### config.mk
export PLATFORM = sky130hd
export DESIGN_NAME = dahdsr_envelope_level
export DESIGN_NICKNAME = d
export VERILOG_FILES = /design/src/sv/dahdsr_pkg.sv /design/src/sv/dahdsr_envelope_level.sv /design/src/sv/dahdsr_cfg.sv /design/src/sv/dahdsr_phase.sv /design/src/sv/dahdsr_div.sv
export SDC_FILE = /design/constraint.sdc
export NUM_CORES = 2
export LEC_CHECK = 0
export ABC_AREA = 1
export BUFFER_PORTS_ARGS = -buffer_cell sky130_fd_sc_hd__buf_4
export CAP_MARGIN = 40
export CORE_ASPECT_RATIO = 1.5
export CORE_UTILIZATION = 40
export DETAILED_ROUTE_END_ITERATION = 8
export SYNTH_ARGS = -nofsm -noshare
export SYNTH_HDL_FRONTEND = slang
export SYNTH_HIERARCHICAL = 1
export SYNTH_SLANG_ARGS = --single-unit
### constraint.sdc
create_clock -name aclk -period 23.4 [get_ports aclk]
set_input_delay 1.17 -clock aclk [delete_from_list [all_inputs] [get_ports aclk]]
set_output_delay 1.17 -clock aclk [all_outputs]
set_load 0.02 [all_outputs]
### src/sv/dahdsr_pkg.sv
// Shared constants of the DAHDSR envelope level block.
`default_nettype none
package dahdsr_pkg;

    localparam int TIME_BITS_DEF       = 48;
    localparam int DURATION_BITS_DEF   = 24;
    localparam int LEVEL_FRAC_BITS_DEF = 15;

    localparam int APB_ADDR_W = 5;
    localparam int APB_DATA_W = 32;
    localparam int REG_IDX_W  = APB_ADDR_W - 2;

    localparam logic [REG_IDX_W-1:0] REG_DELAY   = 3'd0;
    localparam logic [REG_IDX_W-1:0] REG_ATTACK  = 3'd1;
    localparam logic [REG_IDX_W-1:0] REG_HOLD    = 3'd2;
    localparam logic [REG_IDX_W-1:0] REG_DECAY   = 3'd3;
    localparam logic [REG_IDX_W-1:0] REG_SUSTAIN = 3'd4;
    localparam logic [REG_IDX_W-1:0] REG_RELEASE = 3'd5;

    localparam int MODE_W = 2;
    localparam logic [MODE_W-1:0] MODE_QUOT      = 2'd0;
    localparam logic [MODE_W-1:0] MODE_ONE_MINUS = 2'd1;
    localparam logic [MODE_W-1:0] MODE_CONST     = 2'd2;

endpackage
`default_nettype wire

### src/sv/dahdsr_envelope_level.sv
// Top level of the DAHDSR envelope level block.
// The s_ channel takes one word per cycle while s_ready is high:
// now_time, on_time, off_time and release_from. The m_ channel returns one
// level word for each input word, in order, as unsigned Q1.15 where 32768
// is full level. Durations and the sustain level are to be written through
// the APB port while the block is idle; the block does not enforce this;
// pready is always high and every register reads back. A word taken on the
// s_ channel passes three phase decode stages, one multiply stage, one
// stage per quotient bit of the divider (LEVEL_FRAC_BITS + 1 of them) and
// the output register. Throughput is one word per cycle while the receiver
// does not stall, set by the fully pipelined divider. Each stage holds its
// own valid bit, so when the receiver stalls the pipeline keeps filling its
// empty stages and s_ready falls only once every stage holds a word; no
// word is dropped or repeated. Reset empties the pipeline, sets all
// durations to zero and the sustain level to full.
`default_nettype none
module dahdsr_envelope_level #(
    parameter int TIME_BITS       = dahdsr_pkg::TIME_BITS_DEF,
    parameter int DURATION_BITS   = dahdsr_pkg::DURATION_BITS_DEF,
    parameter int LEVEL_FRAC_BITS = dahdsr_pkg::LEVEL_FRAC_BITS_DEF
) (
    input  wire logic                              aclk,
    input  wire logic                              aresetn,
    input  wire logic                              psel,
    input  wire logic                              penable,
    input  wire logic                              pwrite,
    input  wire logic [dahdsr_pkg::APB_ADDR_W-1:0] paddr,
    input  wire logic [dahdsr_pkg::APB_DATA_W-1:0] pwdata,
    output logic      [dahdsr_pkg::APB_DATA_W-1:0] prdata,
    output logic                                   pready,
    input  wire logic                              s_valid,
    output logic                                   s_ready,
    input  wire logic [TIME_BITS-1:0]              s_now_time,
    input  wire logic [TIME_BITS-1:0]              s_on_time,
    input  wire logic [TIME_BITS-1:0]              s_off_time,
    input  wire logic [LEVEL_FRAC_BITS:0]          s_release_from,
    output logic                                   m_valid,
    input  wire logic                              m_ready,
    output logic      [LEVEL_FRAC_BITS:0]          m_level
);

    localparam int D  = DURATION_BITS;
    localparam int LW = LEVEL_FRAC_BITS + 1;

    logic [D-1:0]  delay_len, attack_len, hold_len, decay_len, release_len;
    logic [LW-1:0] sustain_level;

    logic                          ph_valid, ph_ready;
    logic [D-1:0]                  ph_mul_a, ph_divisor;
    logic [LW-1:0]                 ph_mul_b, ph_const;
    logic [dahdsr_pkg::MODE_W-1:0] ph_mode;

    logic          dv_valid, dv_ready;
    logic [LW-1:0] dv_level;

    logic          m_valid_reg;
    logic [LW-1:0] level_reg;

    dahdsr_cfg #(
        .DURATION_BITS   (DURATION_BITS),
        .LEVEL_FRAC_BITS (LEVEL_FRAC_BITS)
    ) u_cfg (
        .aclk          (aclk),
        .aresetn       (aresetn),
        .psel          (psel),
        .penable       (penable),
        .pwrite        (pwrite),
        .paddr         (paddr),
        .pwdata        (pwdata),
        .prdata        (prdata),
        .pready        (pready),
        .delay_len     (delay_len),
        .attack_len    (attack_len),
        .hold_len      (hold_len),
        .decay_len     (decay_len),
        .sustain_level (sustain_level),
        .release_len   (release_len)
    );

    dahdsr_phase #(
        .TIME_BITS       (TIME_BITS),
        .DURATION_BITS   (DURATION_BITS),
        .LEVEL_FRAC_BITS (LEVEL_FRAC_BITS)
    ) u_phase (
        .aclk          (aclk),
        .aresetn       (aresetn),
        .delay_len     (delay_len),
        .attack_len    (attack_len),
        .hold_len      (hold_len),
        .decay_len     (decay_len),
        .sustain_level (sustain_level),
        .release_len   (release_len),
        .in_valid      (s_valid),
        .in_ready      (s_ready),
        .now_time      (s_now_time),
        .on_time       (s_on_time),
        .off_time      (s_off_time),
        .release_from  (s_release_from),
        .out_valid     (ph_valid),
        .out_ready     (ph_ready),
        .mul_a         (ph_mul_a),
        .mul_b         (ph_mul_b),
        .divisor       (ph_divisor),
        .mode          (ph_mode),
        .const_level   (ph_const)
    );

    dahdsr_div #(
        .DURATION_BITS   (DURATION_BITS),
        .LEVEL_FRAC_BITS (LEVEL_FRAC_BITS)
    ) u_div (
        .aclk        (aclk),
        .aresetn     (aresetn),
        .in_valid    (ph_valid),
        .in_ready    (ph_ready),
        .mul_a       (ph_mul_a),
        .mul_b       (ph_mul_b),
        .divisor     (ph_divisor),
        .mode        (ph_mode),
        .const_level (ph_const),
        .out_valid   (dv_valid),
        .out_ready   (dv_ready),
        .level       (dv_level)
    );

    assign dv_ready = !m_valid_reg || m_ready;

    always_ff @(posedge aclk) begin
        if (!aresetn) begin
            m_valid_reg <= 1'b0;
        end else if (dv_ready) begin
            m_valid_reg <= dv_valid;
        end
    end

    always_ff @(posedge aclk) begin
        if (dv_ready) begin
            level_reg <= dv_level;
        end
    end

    assign m_valid = m_valid_reg;
    assign m_level = level_reg;

endmodule
`default_nettype wire

### src/sv/dahdsr_cfg.sv
// APB configuration registers of the DAHDSR envelope level block.
`default_nettype none
module dahdsr_cfg #(
    parameter int DURATION_BITS   = dahdsr_pkg::DURATION_BITS_DEF,
    parameter int LEVEL_FRAC_BITS = dahdsr_pkg::LEVEL_FRAC_BITS_DEF
) (
    input  wire logic                              aclk,
    input  wire logic                              aresetn,
    input  wire logic                              psel,
    input  wire logic                              penable,
    input  wire logic                              pwrite,
    input  wire logic [dahdsr_pkg::APB_ADDR_W-1:0] paddr,
    input  wire logic [dahdsr_pkg::APB_DATA_W-1:0] pwdata,
    output logic      [dahdsr_pkg::APB_DATA_W-1:0] prdata,
    output logic                                   pready,
    output logic      [DURATION_BITS-1:0]          delay_len,
    output logic      [DURATION_BITS-1:0]          attack_len,
    output logic      [DURATION_BITS-1:0]          hold_len,
    output logic      [DURATION_BITS-1:0]          decay_len,
    output logic      [LEVEL_FRAC_BITS:0]          sustain_level,
    output logic      [DURATION_BITS-1:0]          release_len
);

    localparam int D  = DURATION_BITS;
    localparam int LW = LEVEL_FRAC_BITS + 1;
    localparam logic [LW-1:0] ONE = LW'(1) << LEVEL_FRAC_BITS;

    logic [D-1:0]  delay_reg, attack_reg, hold_reg, decay_reg, release_reg;
    logic [LW-1:0] sustain_reg;
    logic          wr_en;
    logic [dahdsr_pkg::REG_IDX_W-1:0] idx;

    assign pready = 1'b1;
    assign wr_en  = psel & penable & pwrite;
    assign idx    = paddr[dahdsr_pkg::APB_ADDR_W-1:2];

    always_ff @(posedge aclk) begin
        if (!aresetn) begin
            delay_reg   <= '0;
            attack_reg  <= '0;
            hold_reg    <= '0;
            decay_reg   <= '0;
            sustain_reg <= ONE;
            release_reg <= '0;
        end else if (wr_en) begin
            case (idx)
                dahdsr_pkg::REG_DELAY:   delay_reg   <= pwdata[D-1:0];
                dahdsr_pkg::REG_ATTACK:  attack_reg  <= pwdata[D-1:0];
                dahdsr_pkg::REG_HOLD:    hold_reg    <= pwdata[D-1:0];
                dahdsr_pkg::REG_DECAY:   decay_reg   <= pwdata[D-1:0];
                dahdsr_pkg::REG_SUSTAIN: sustain_reg <= pwdata[LW-1:0];
                dahdsr_pkg::REG_RELEASE: release_reg <= pwdata[D-1:0];
                default: begin
                end
            endcase
        end
    end

    always_comb begin
        unique case (idx)
            dahdsr_pkg::REG_DELAY:   prdata = dahdsr_pkg::APB_DATA_W'(delay_reg);
            dahdsr_pkg::REG_ATTACK:  prdata = dahdsr_pkg::APB_DATA_W'(attack_reg);
            dahdsr_pkg::REG_HOLD:    prdata = dahdsr_pkg::APB_DATA_W'(hold_reg);
            dahdsr_pkg::REG_DECAY:   prdata = dahdsr_pkg::APB_DATA_W'(decay_reg);
            dahdsr_pkg::REG_SUSTAIN: prdata = dahdsr_pkg::APB_DATA_W'(sustain_reg);
            dahdsr_pkg::REG_RELEASE: prdata = dahdsr_pkg::APB_DATA_W'(release_reg);
            default:                 prdata = '0;
        endcase
    end

    assign delay_len     = delay_reg;
    assign attack_len    = attack_reg;
    assign hold_len      = hold_reg;
    assign decay_len     = decay_reg;
    assign sustain_level = sustain_reg;
    assign release_len   = release_reg;

endmodule
`default_nettype wire

### src/sv/dahdsr_phase.sv
// Three-stage phase decode: elapsed times, phase compares and divider operand selection.
`default_nettype none
module dahdsr_phase #(
    parameter int TIME_BITS       = dahdsr_pkg::TIME_BITS_DEF,
    parameter int DURATION_BITS   = dahdsr_pkg::DURATION_BITS_DEF,
    parameter int LEVEL_FRAC_BITS = dahdsr_pkg::LEVEL_FRAC_BITS_DEF
) (
    input  wire logic                          aclk,
    input  wire logic                          aresetn,
    input  wire logic [DURATION_BITS-1:0]      delay_len,
    input  wire logic [DURATION_BITS-1:0]      attack_len,
    input  wire logic [DURATION_BITS-1:0]      hold_len,
    input  wire logic [DURATION_BITS-1:0]      decay_len,
    input  wire logic [LEVEL_FRAC_BITS:0]      sustain_level,
    input  wire logic [DURATION_BITS-1:0]      release_len,
    input  wire logic                          in_valid,
    output logic                               in_ready,
    input  wire logic [TIME_BITS-1:0]          now_time,
    input  wire logic [TIME_BITS-1:0]          on_time,
    input  wire logic [TIME_BITS-1:0]          off_time,
    input  wire logic [LEVEL_FRAC_BITS:0]      release_from,
    output logic                               out_valid,
    input  wire logic                          out_ready,
    output logic      [DURATION_BITS-1:0]      mul_a,
    output logic      [LEVEL_FRAC_BITS:0]      mul_b,
    output logic      [DURATION_BITS-1:0]      divisor,
    output logic      [dahdsr_pkg::MODE_W-1:0] mode,
    output logic      [LEVEL_FRAC_BITS:0]      const_level
);

    localparam int T  = TIME_BITS;
    localparam int D  = DURATION_BITS;
    localparam int LW = LEVEL_FRAC_BITS + 1;
    localparam int SW = D + 2;
    localparam int CW = (T > SW) ? T : SW;
    localparam logic [LW-1:0] ONE = LW'(1) << LEVEL_FRAC_BITS;

    logic [2:0] valid_reg;
    logic [2:0] en;

    logic [T-1:0]  el1_reg, rel1_reg;
    logic          relsel1_reg;
    logic [LW-1:0] rf1_reg;

    logic [T-1:0]  after2_reg;
    logic          in_delay2_reg, rel_act2_reg, relsel2_reg;
    logic [D-1:0]  rel_rem2_reg;
    logic [LW-1:0] rf2_reg;

    logic [D-1:0]              mul_a_reg, divisor_reg;
    logic [D-1:0]              mul_a_next, divisor_next;
    logic [LW-1:0]             mul_b_reg, const_reg, mul_b_next, const_next;
    logic [dahdsr_pkg::MODE_W-1:0] mode_reg, mode_next;

    logic [SW-1:0] ah, ahd;
    logic [CW-1:0] after_x, ah_x, ahd_x, att_x, tdec_x;
    logic [LW-1:0] sus;

    assign en[2]    = !valid_reg[2] || out_ready;
    assign en[1]    = !valid_reg[1] || en[2];
    assign en[0]    = !valid_reg[0] || en[1];
    assign in_ready = en[0];

    always_ff @(posedge aclk) begin
        if (!aresetn) begin
            valid_reg <= '0;
        end else begin
            if (en[0]) valid_reg[0] <= in_valid;
            if (en[1]) valid_reg[1] <= valid_reg[0];
            if (en[2]) valid_reg[2] <= valid_reg[1];
        end
    end

    always_ff @(posedge aclk) begin
        if (en[0]) begin
            el1_reg     <= now_time - on_time;
            rel1_reg    <= now_time - off_time;
            relsel1_reg <= (off_time != '0) && (now_time >= off_time);
            rf1_reg     <= (release_from > ONE) ? ONE : release_from;
        end
        if (en[1]) begin
            after2_reg    <= el1_reg - T'(delay_len);
            in_delay2_reg <= el1_reg < T'(delay_len);
            rel_act2_reg  <= rel1_reg < T'(release_len);
            rel_rem2_reg  <= release_len - rel1_reg[D-1:0];
            relsel2_reg   <= relsel1_reg;
            rf2_reg       <= rf1_reg;
        end
        if (en[2]) begin
            mul_a_reg   <= mul_a_next;
            mul_b_reg   <= mul_b_next;
            divisor_reg <= divisor_next;
            mode_reg    <= mode_next;
            const_reg   <= const_next;
        end
    end

    always_comb begin
        ah      = SW'(attack_len) + SW'(hold_len);
        ahd     = ah + SW'(decay_len);
        after_x = CW'(after2_reg);
        att_x   = CW'(attack_len);
        ah_x    = CW'(ah);
        ahd_x   = CW'(ahd);
        tdec_x  = after_x - ah_x;
        sus     = (sustain_level > ONE) ? ONE : sustain_level;

        mul_a_next   = after2_reg[D-1:0];
        mul_b_next   = ONE;
        divisor_next = attack_len;
        mode_next    = dahdsr_pkg::MODE_CONST;
        const_next   = '0;
        priority if (relsel2_reg) begin
            if (rel_act2_reg) begin
                mul_a_next   = rel_rem2_reg;
                mul_b_next   = rf2_reg;
                divisor_next = release_len;
                mode_next    = dahdsr_pkg::MODE_QUOT;
            end
        end else if (in_delay2_reg) begin
            const_next = '0;
        end else if (after_x < att_x) begin
            mode_next = dahdsr_pkg::MODE_QUOT;
        end else if (after_x < ah_x) begin
            const_next = ONE;
        end else if (after_x < ahd_x) begin
            mul_a_next   = tdec_x[D-1:0];
            mul_b_next   = ONE - sus;
            divisor_next = decay_len;
            mode_next    = dahdsr_pkg::MODE_ONE_MINUS;
        end else begin
            const_next = sus;
        end
    end

    assign out_valid   = valid_reg[2];
    assign mul_a       = mul_a_reg;
    assign mul_b       = mul_b_reg;
    assign divisor     = divisor_reg;
    assign mode        = mode_reg;
    assign const_level = const_reg;

endmodule
`default_nettype wire

### src/sv/dahdsr_div.sv
// Multiply stage and pipelined restoring divider, one quotient bit per stage.
`default_nettype none
module dahdsr_div #(
    parameter int DURATION_BITS   = dahdsr_pkg::DURATION_BITS_DEF,
    parameter int LEVEL_FRAC_BITS = dahdsr_pkg::LEVEL_FRAC_BITS_DEF
) (
    input  wire logic                          aclk,
    input  wire logic                          aresetn,
    input  wire logic                          in_valid,
    output logic                               in_ready,
    input  wire logic [DURATION_BITS-1:0]      mul_a,
    input  wire logic [LEVEL_FRAC_BITS:0]      mul_b,
    input  wire logic [DURATION_BITS-1:0]      divisor,
    input  wire logic [dahdsr_pkg::MODE_W-1:0] mode,
    input  wire logic [LEVEL_FRAC_BITS:0]      const_level,
    output logic                               out_valid,
    input  wire logic                          out_ready,
    output logic      [LEVEL_FRAC_BITS:0]      level
);

    localparam int D  = DURATION_BITS;
    localparam int LW = LEVEL_FRAC_BITS + 1;
    localparam int Q  = LW;
    localparam int NW = D + LW;
    localparam int NS = Q + 1;
    localparam logic [LW-1:0] ONE = LW'(1) << LEVEL_FRAC_BITS;

    logic [NS-1:0] valid_reg;
    logic [NS-1:0] en;

    logic [NW-1:0]                 rem_reg  [NS];
    logic [Q-1:0]                  q_reg    [NS];
    logic [D-1:0]                  div_reg  [NS];
    logic [dahdsr_pkg::MODE_W-1:0] mode_reg [NS];
    logic [LW-1:0]                 cst_reg  [NS];

    logic [NW-1:0] rem_next [Q];
    logic [Q-1:0]  q_next   [Q];
    logic [NW-1:0] dsh      [Q];

    always_comb begin
        en[NS-1] = !valid_reg[NS-1] || out_ready;
        for (int s = NS - 2; s >= 0; s--) begin
            en[s] = !valid_reg[s] || en[s+1];
        end
    end
    assign in_ready = en[0];

    always_comb begin
        for (int s = 1; s <= Q; s++) begin
            dsh[s-1]      = NW'(div_reg[s-1]) << (Q - s);
            rem_next[s-1] = rem_reg[s-1];
            q_next[s-1]   = q_reg[s-1];
            if (rem_reg[s-1] >= dsh[s-1]) begin
                rem_next[s-1]       = rem_reg[s-1] - dsh[s-1];
                q_next[s-1][Q - s]  = 1'b1;
            end
        end
    end

    always_ff @(posedge aclk) begin
        if (!aresetn) begin
            valid_reg <= '0;
        end else begin
            if (en[0]) valid_reg[0] <= in_valid;
            for (int s = 1; s < NS; s++) begin
                if (en[s]) valid_reg[s] <= valid_reg[s-1];
            end
        end
    end

    always_ff @(posedge aclk) begin
        if (en[0]) begin
            rem_reg[0]  <= NW'(mul_a) * NW'(mul_b);
            q_reg[0]    <= '0;
            div_reg[0]  <= divisor;
            mode_reg[0] <= mode;
            cst_reg[0]  <= const_level;
        end
        for (int s = 1; s < NS; s++) begin
            if (en[s]) begin
                rem_reg[s]  <= rem_next[s-1];
                q_reg[s]    <= q_next[s-1];
                div_reg[s]  <= div_reg[s-1];
                mode_reg[s] <= mode_reg[s-1];
                cst_reg[s]  <= cst_reg[s-1];
            end
        end
    end

    always_comb begin
        unique case (mode_reg[NS-1])
            dahdsr_pkg::MODE_QUOT:      level = q_reg[NS-1];
            dahdsr_pkg::MODE_ONE_MINUS: level = ONE - q_reg[NS-1];
            default:                    level = cst_reg[NS-1];
        endcase
    end

    assign out_valid = valid_reg[NS-1];

endmodule
`default_nettype wire
==> impl_metrics.json <==
{
  "cap_violations": 0,
  "clk_pin_slew_ns": 0.06,
  "clock_latency_ns": 0.90,
  "wl_per_cell_um": 21.8,
  "status": "finished clean",
  "antenna_found_initial": 7,
  "die_h_um": 684,
  "dr.pass1.iters": 8,
  "rr_endpoint": "u_phase/mul_b[14]",
  "route.detailed.drc": 0,
  "synth-edff-count": 1768,
  "ant_nets": 0,
  "drt_iter0_markers": 5581,
  "synth_flop_cell": "edfxtp_1",
  "min_to": "u_div/div_reg[0][246]",
  "core_sq_um": 307000,
  "peakVddDrop_uv": 65.0,
  "crit_type": "flip-flop to flip-flop",
  "synth_xor_area_frac": 0.0425,
  "htreeDepth": 4,
  "num_rows": 249,
  "final_nets": 15700,
  "startpoint_type": "flip-flop",
  "max_stage_delay_ns": 0.83,
  "grt-ovfl-total": 0,
  "fillers": 30400,
  "cts_tree": "yes",
  "period_needed_ns": 8.00,
  "worstSetupEndpointType": "flip-flop",
  "slew_headroom": 0.303,
  "syn_to_final_growth_pct": 10.5,
  "portBuffers": 235,
  "initial_core_util": 0.403,
  "cts_setup_buffers": 0,
  "wl_met2_mm": 218,
  "grt_setup_unrepaired": "no",
  "slowest_stage": "nor3_2",
  "r2r_slack_ns": 15.40,
  "finClkSkew_ns": 0.101,
  "tns_ns": 0,
  "crit_path_max_fanout": 19,
  "ys_seq_area_frac": 0.454,
  "syn_avg_cell_area_sq_um": 8.80,
  "viasPerCell": 5.16,
  "tightest_slew_ns": 1.04,
  "met1_length_mm": 129,
  "netlist_area_sq_um": 124000,
  "vias": 95500,
  "dr.max_layer_used": "met4",
  "power_frac_seq": 0.370,
  "synth_cell_types": 75,
  "cts_resized": 0,
  "synth_compound_area_frac": 0.0990,
  "cp_data_arrival_time_ns": 8.68,
  "power.leakage_nw": 59.3,
  "final_util": 0.446,
  "synth_top_family_by_area": "simple AND/OR/NAND/NOR gates",
  "ys_seq_elements": 1925,
  "hold_buffers": 0,
  "fin_crit_sh": 0.342,
  "largest_reg_flops": 640,
  "hold_ws_ns": 0.394,
  "cts_sinks": 1925,
  "powerDensity_nw_per_um2": 106,
  "synth.area.mux_share": 0,
  "setup-violations-final": 0,
  "finalHoldViolations": 0,
  "power_frac_comb": 0.412,
  "layout_common_cells": "nand2_1 (2967), inv_1 (2243), edfxtp_1 (1768), nor2_1 (1490), a21oi_1 (861)",
  "cts_buffers": 199,
  "hp-class": "flip-flop to flip-flop",
  "r2r_start": "u_cfg/attack_len[0]",
  "p_sw_mw": 5.98,
  "design_area_sq_um": 137000,
  "hp-start": "u_div/div_reg[0][222]",
  "ioPinCount": 255,
  "yosysWarningCount": 6,
  "synth-simple-area-share": 0.190,
  "routed_wl_mm": 403,
  "track_usage": 0.255,
  "die_width_um": 456,
  "post-dp-hpwl_mm": 333,
  "async_flop_share": 0,
  "holdPathStages": 0,
  "p_int_mw": 8.52,
  "grt_max_degree": 71,
  "grt_pass1_wl_mm": 594,
  "die-area_sq_um": 312000,
  "worstPathRequired_ns": 24.09,
  "clock_power_share": 0.218,
  "globalplace.congestion": 0.996,
  "max_freq_mhz": 125,
  "final_max_slew_viol_count": 0,
  "mostFrequentLayoutCell": "nand2_1",
  "drive_gt1_frac": 0.0630,
  "path_common_cell": "nand2_1",
  "reg2reg_depth": 29,
  "grt_pass1_vias": 97400,
  "clockRootBuffer": "clkbuf_16",
  "synthCells": 14100,
  "p_sw_frac": 0.412,
  "synth_fa_ha_area_frac": 0.132,
  "wl_met3_mm": 12.6,
  "place_area_sq_um": 130000,
  "cts_buffer_depth": 4
}
==> cells by family after synthesis <==
group	Yosys count
buffers and inverters	2587
DFF	1925
and+or+nand+nor	5641
adders and majority gates	1114
other	2
AOI/OAI and AO/OA	2201
xor gates and xnor gates	601
==> worst max-delay path: cells and delay by family (launching register included) <==
kind	cells	cell delay [ns]
AOI/OAI and AO/OA	9	1.88
xor gates and xnor gates	1	0.28
adders and majority gates	4	1.23
buffers and inverters	2	0.12
DFF	1	0.42
and+or+nand+nor	13	3.81
==> how the worst max path moves through the flow <==
stage                              startpoint             endpoint  slack [ns]  cells past startpoint
after global placement    u_cfg/attack_len[0]    u_phase/mul_b[11]       15.78                     32
after floorplan                       m_ready              s_ready        5.35                     16
after detailed placement              m_ready  u_phase/el1_reg[39]       15.73                     21
final                     u_cfg/attack_len[0]    u_phase/mul_b[14]       15.40                     29
after global routing      u_cfg/attack_len[1]    u_phase/mul_b[14]       15.24                     28
after CTS                 u_cfg/attack_len[0]    u_phase/mul_b[14]       15.75                     31
==> cell usage after synthesis, types with 43 or more instances <==
| cell | number | area, sq um |
|---|---|---|
| nand2_1 | 2973 | 11200 |
| inv_1 | 2251 | 8450 |
| edfxtp_1 | 1768 | 53100 |
| nor2_1 | 1492 | 5600 |
| a21oi_1 | 861 | 4310 |
| ha_1 | 786 | 9830 |
| o21ai_0 | 608 | 3040 |
| nand3_1 | 537 | 2690 |
| fa_1 | 328 | 6570 |
| xor2_1 | 314 | 2750 |
| xnor2_1 | 287 | 2510 |
| o21ai_1 | 247 | 1240 |
| nand4_1 | 188 | 1180 |
| dfxtp_1 | 157 | 3140 |
| clkbuf_1 | 143 | 537 |
| nor3_1 | 122 | 611 |
| a21o_1 | 111 | 833 |
| nor4_1 | 95 | 594 |
| a31oi_1 | 91 | 569 |
| buf_2 | 72 | 360 |
| o21bai_1 | 69 | 518 |
| nand2_2 | 51 | 319 |
| or2_2 | 43 | 269 |
==> area by class of cell <==
type                            instances  area, sq um  share of cell area
Antenna cell                            1         2.50           0.0000183
Clock buffer                          236         5200              0.0380
Clock inverter                        114         1180             0.00859
Inverter                             2294         8620              0.0630
Multi-Input combinational cell       9566        57700               0.421
Sequential cell                      1925        56200               0.411
Tap cell                             4016         5020              0.0367
Timing Repair Buffer                  356         2960              0.0216
==> power by group through the flow <==
stage          sequential, mW  combinational [mW]  clock [mW]
2_1_floorplan            4.96                4.26           0
3_3_place_gp             5.43                5.90           0
3_5_place_dp             5.43                5.92           0
4_1_cts                  5.36                5.95        3.25
5_1_grt                  5.39                6.63        3.36
6_report                 5.36                5.98        3.16
==> stage by stage <==
stage / power [mW] / setup WS, ns / std cells
2_1_floorplan: 9.22 / 5.35 / 14100
3_3_place_gp: 11.3 / 15.78 / 18100
3_5_place_dp: 11.3 / 15.73 / 18200
4_1_cts: 14.6 / 15.75 / 18500
5_1_grt: 15.4 / 15.24 / 18500
6_report: 14.5 / 15.40 / 18500
==> metal layers <==
metal / vias to the layer above / track usage
li1: 47000 / -
met1: 44900 / 0.229
met2: 2423 / 0.497
met3: 1184 / 0.0238
met4: 0 / 0.234
met5: - / 0
(Power assumes the default switching activity.)
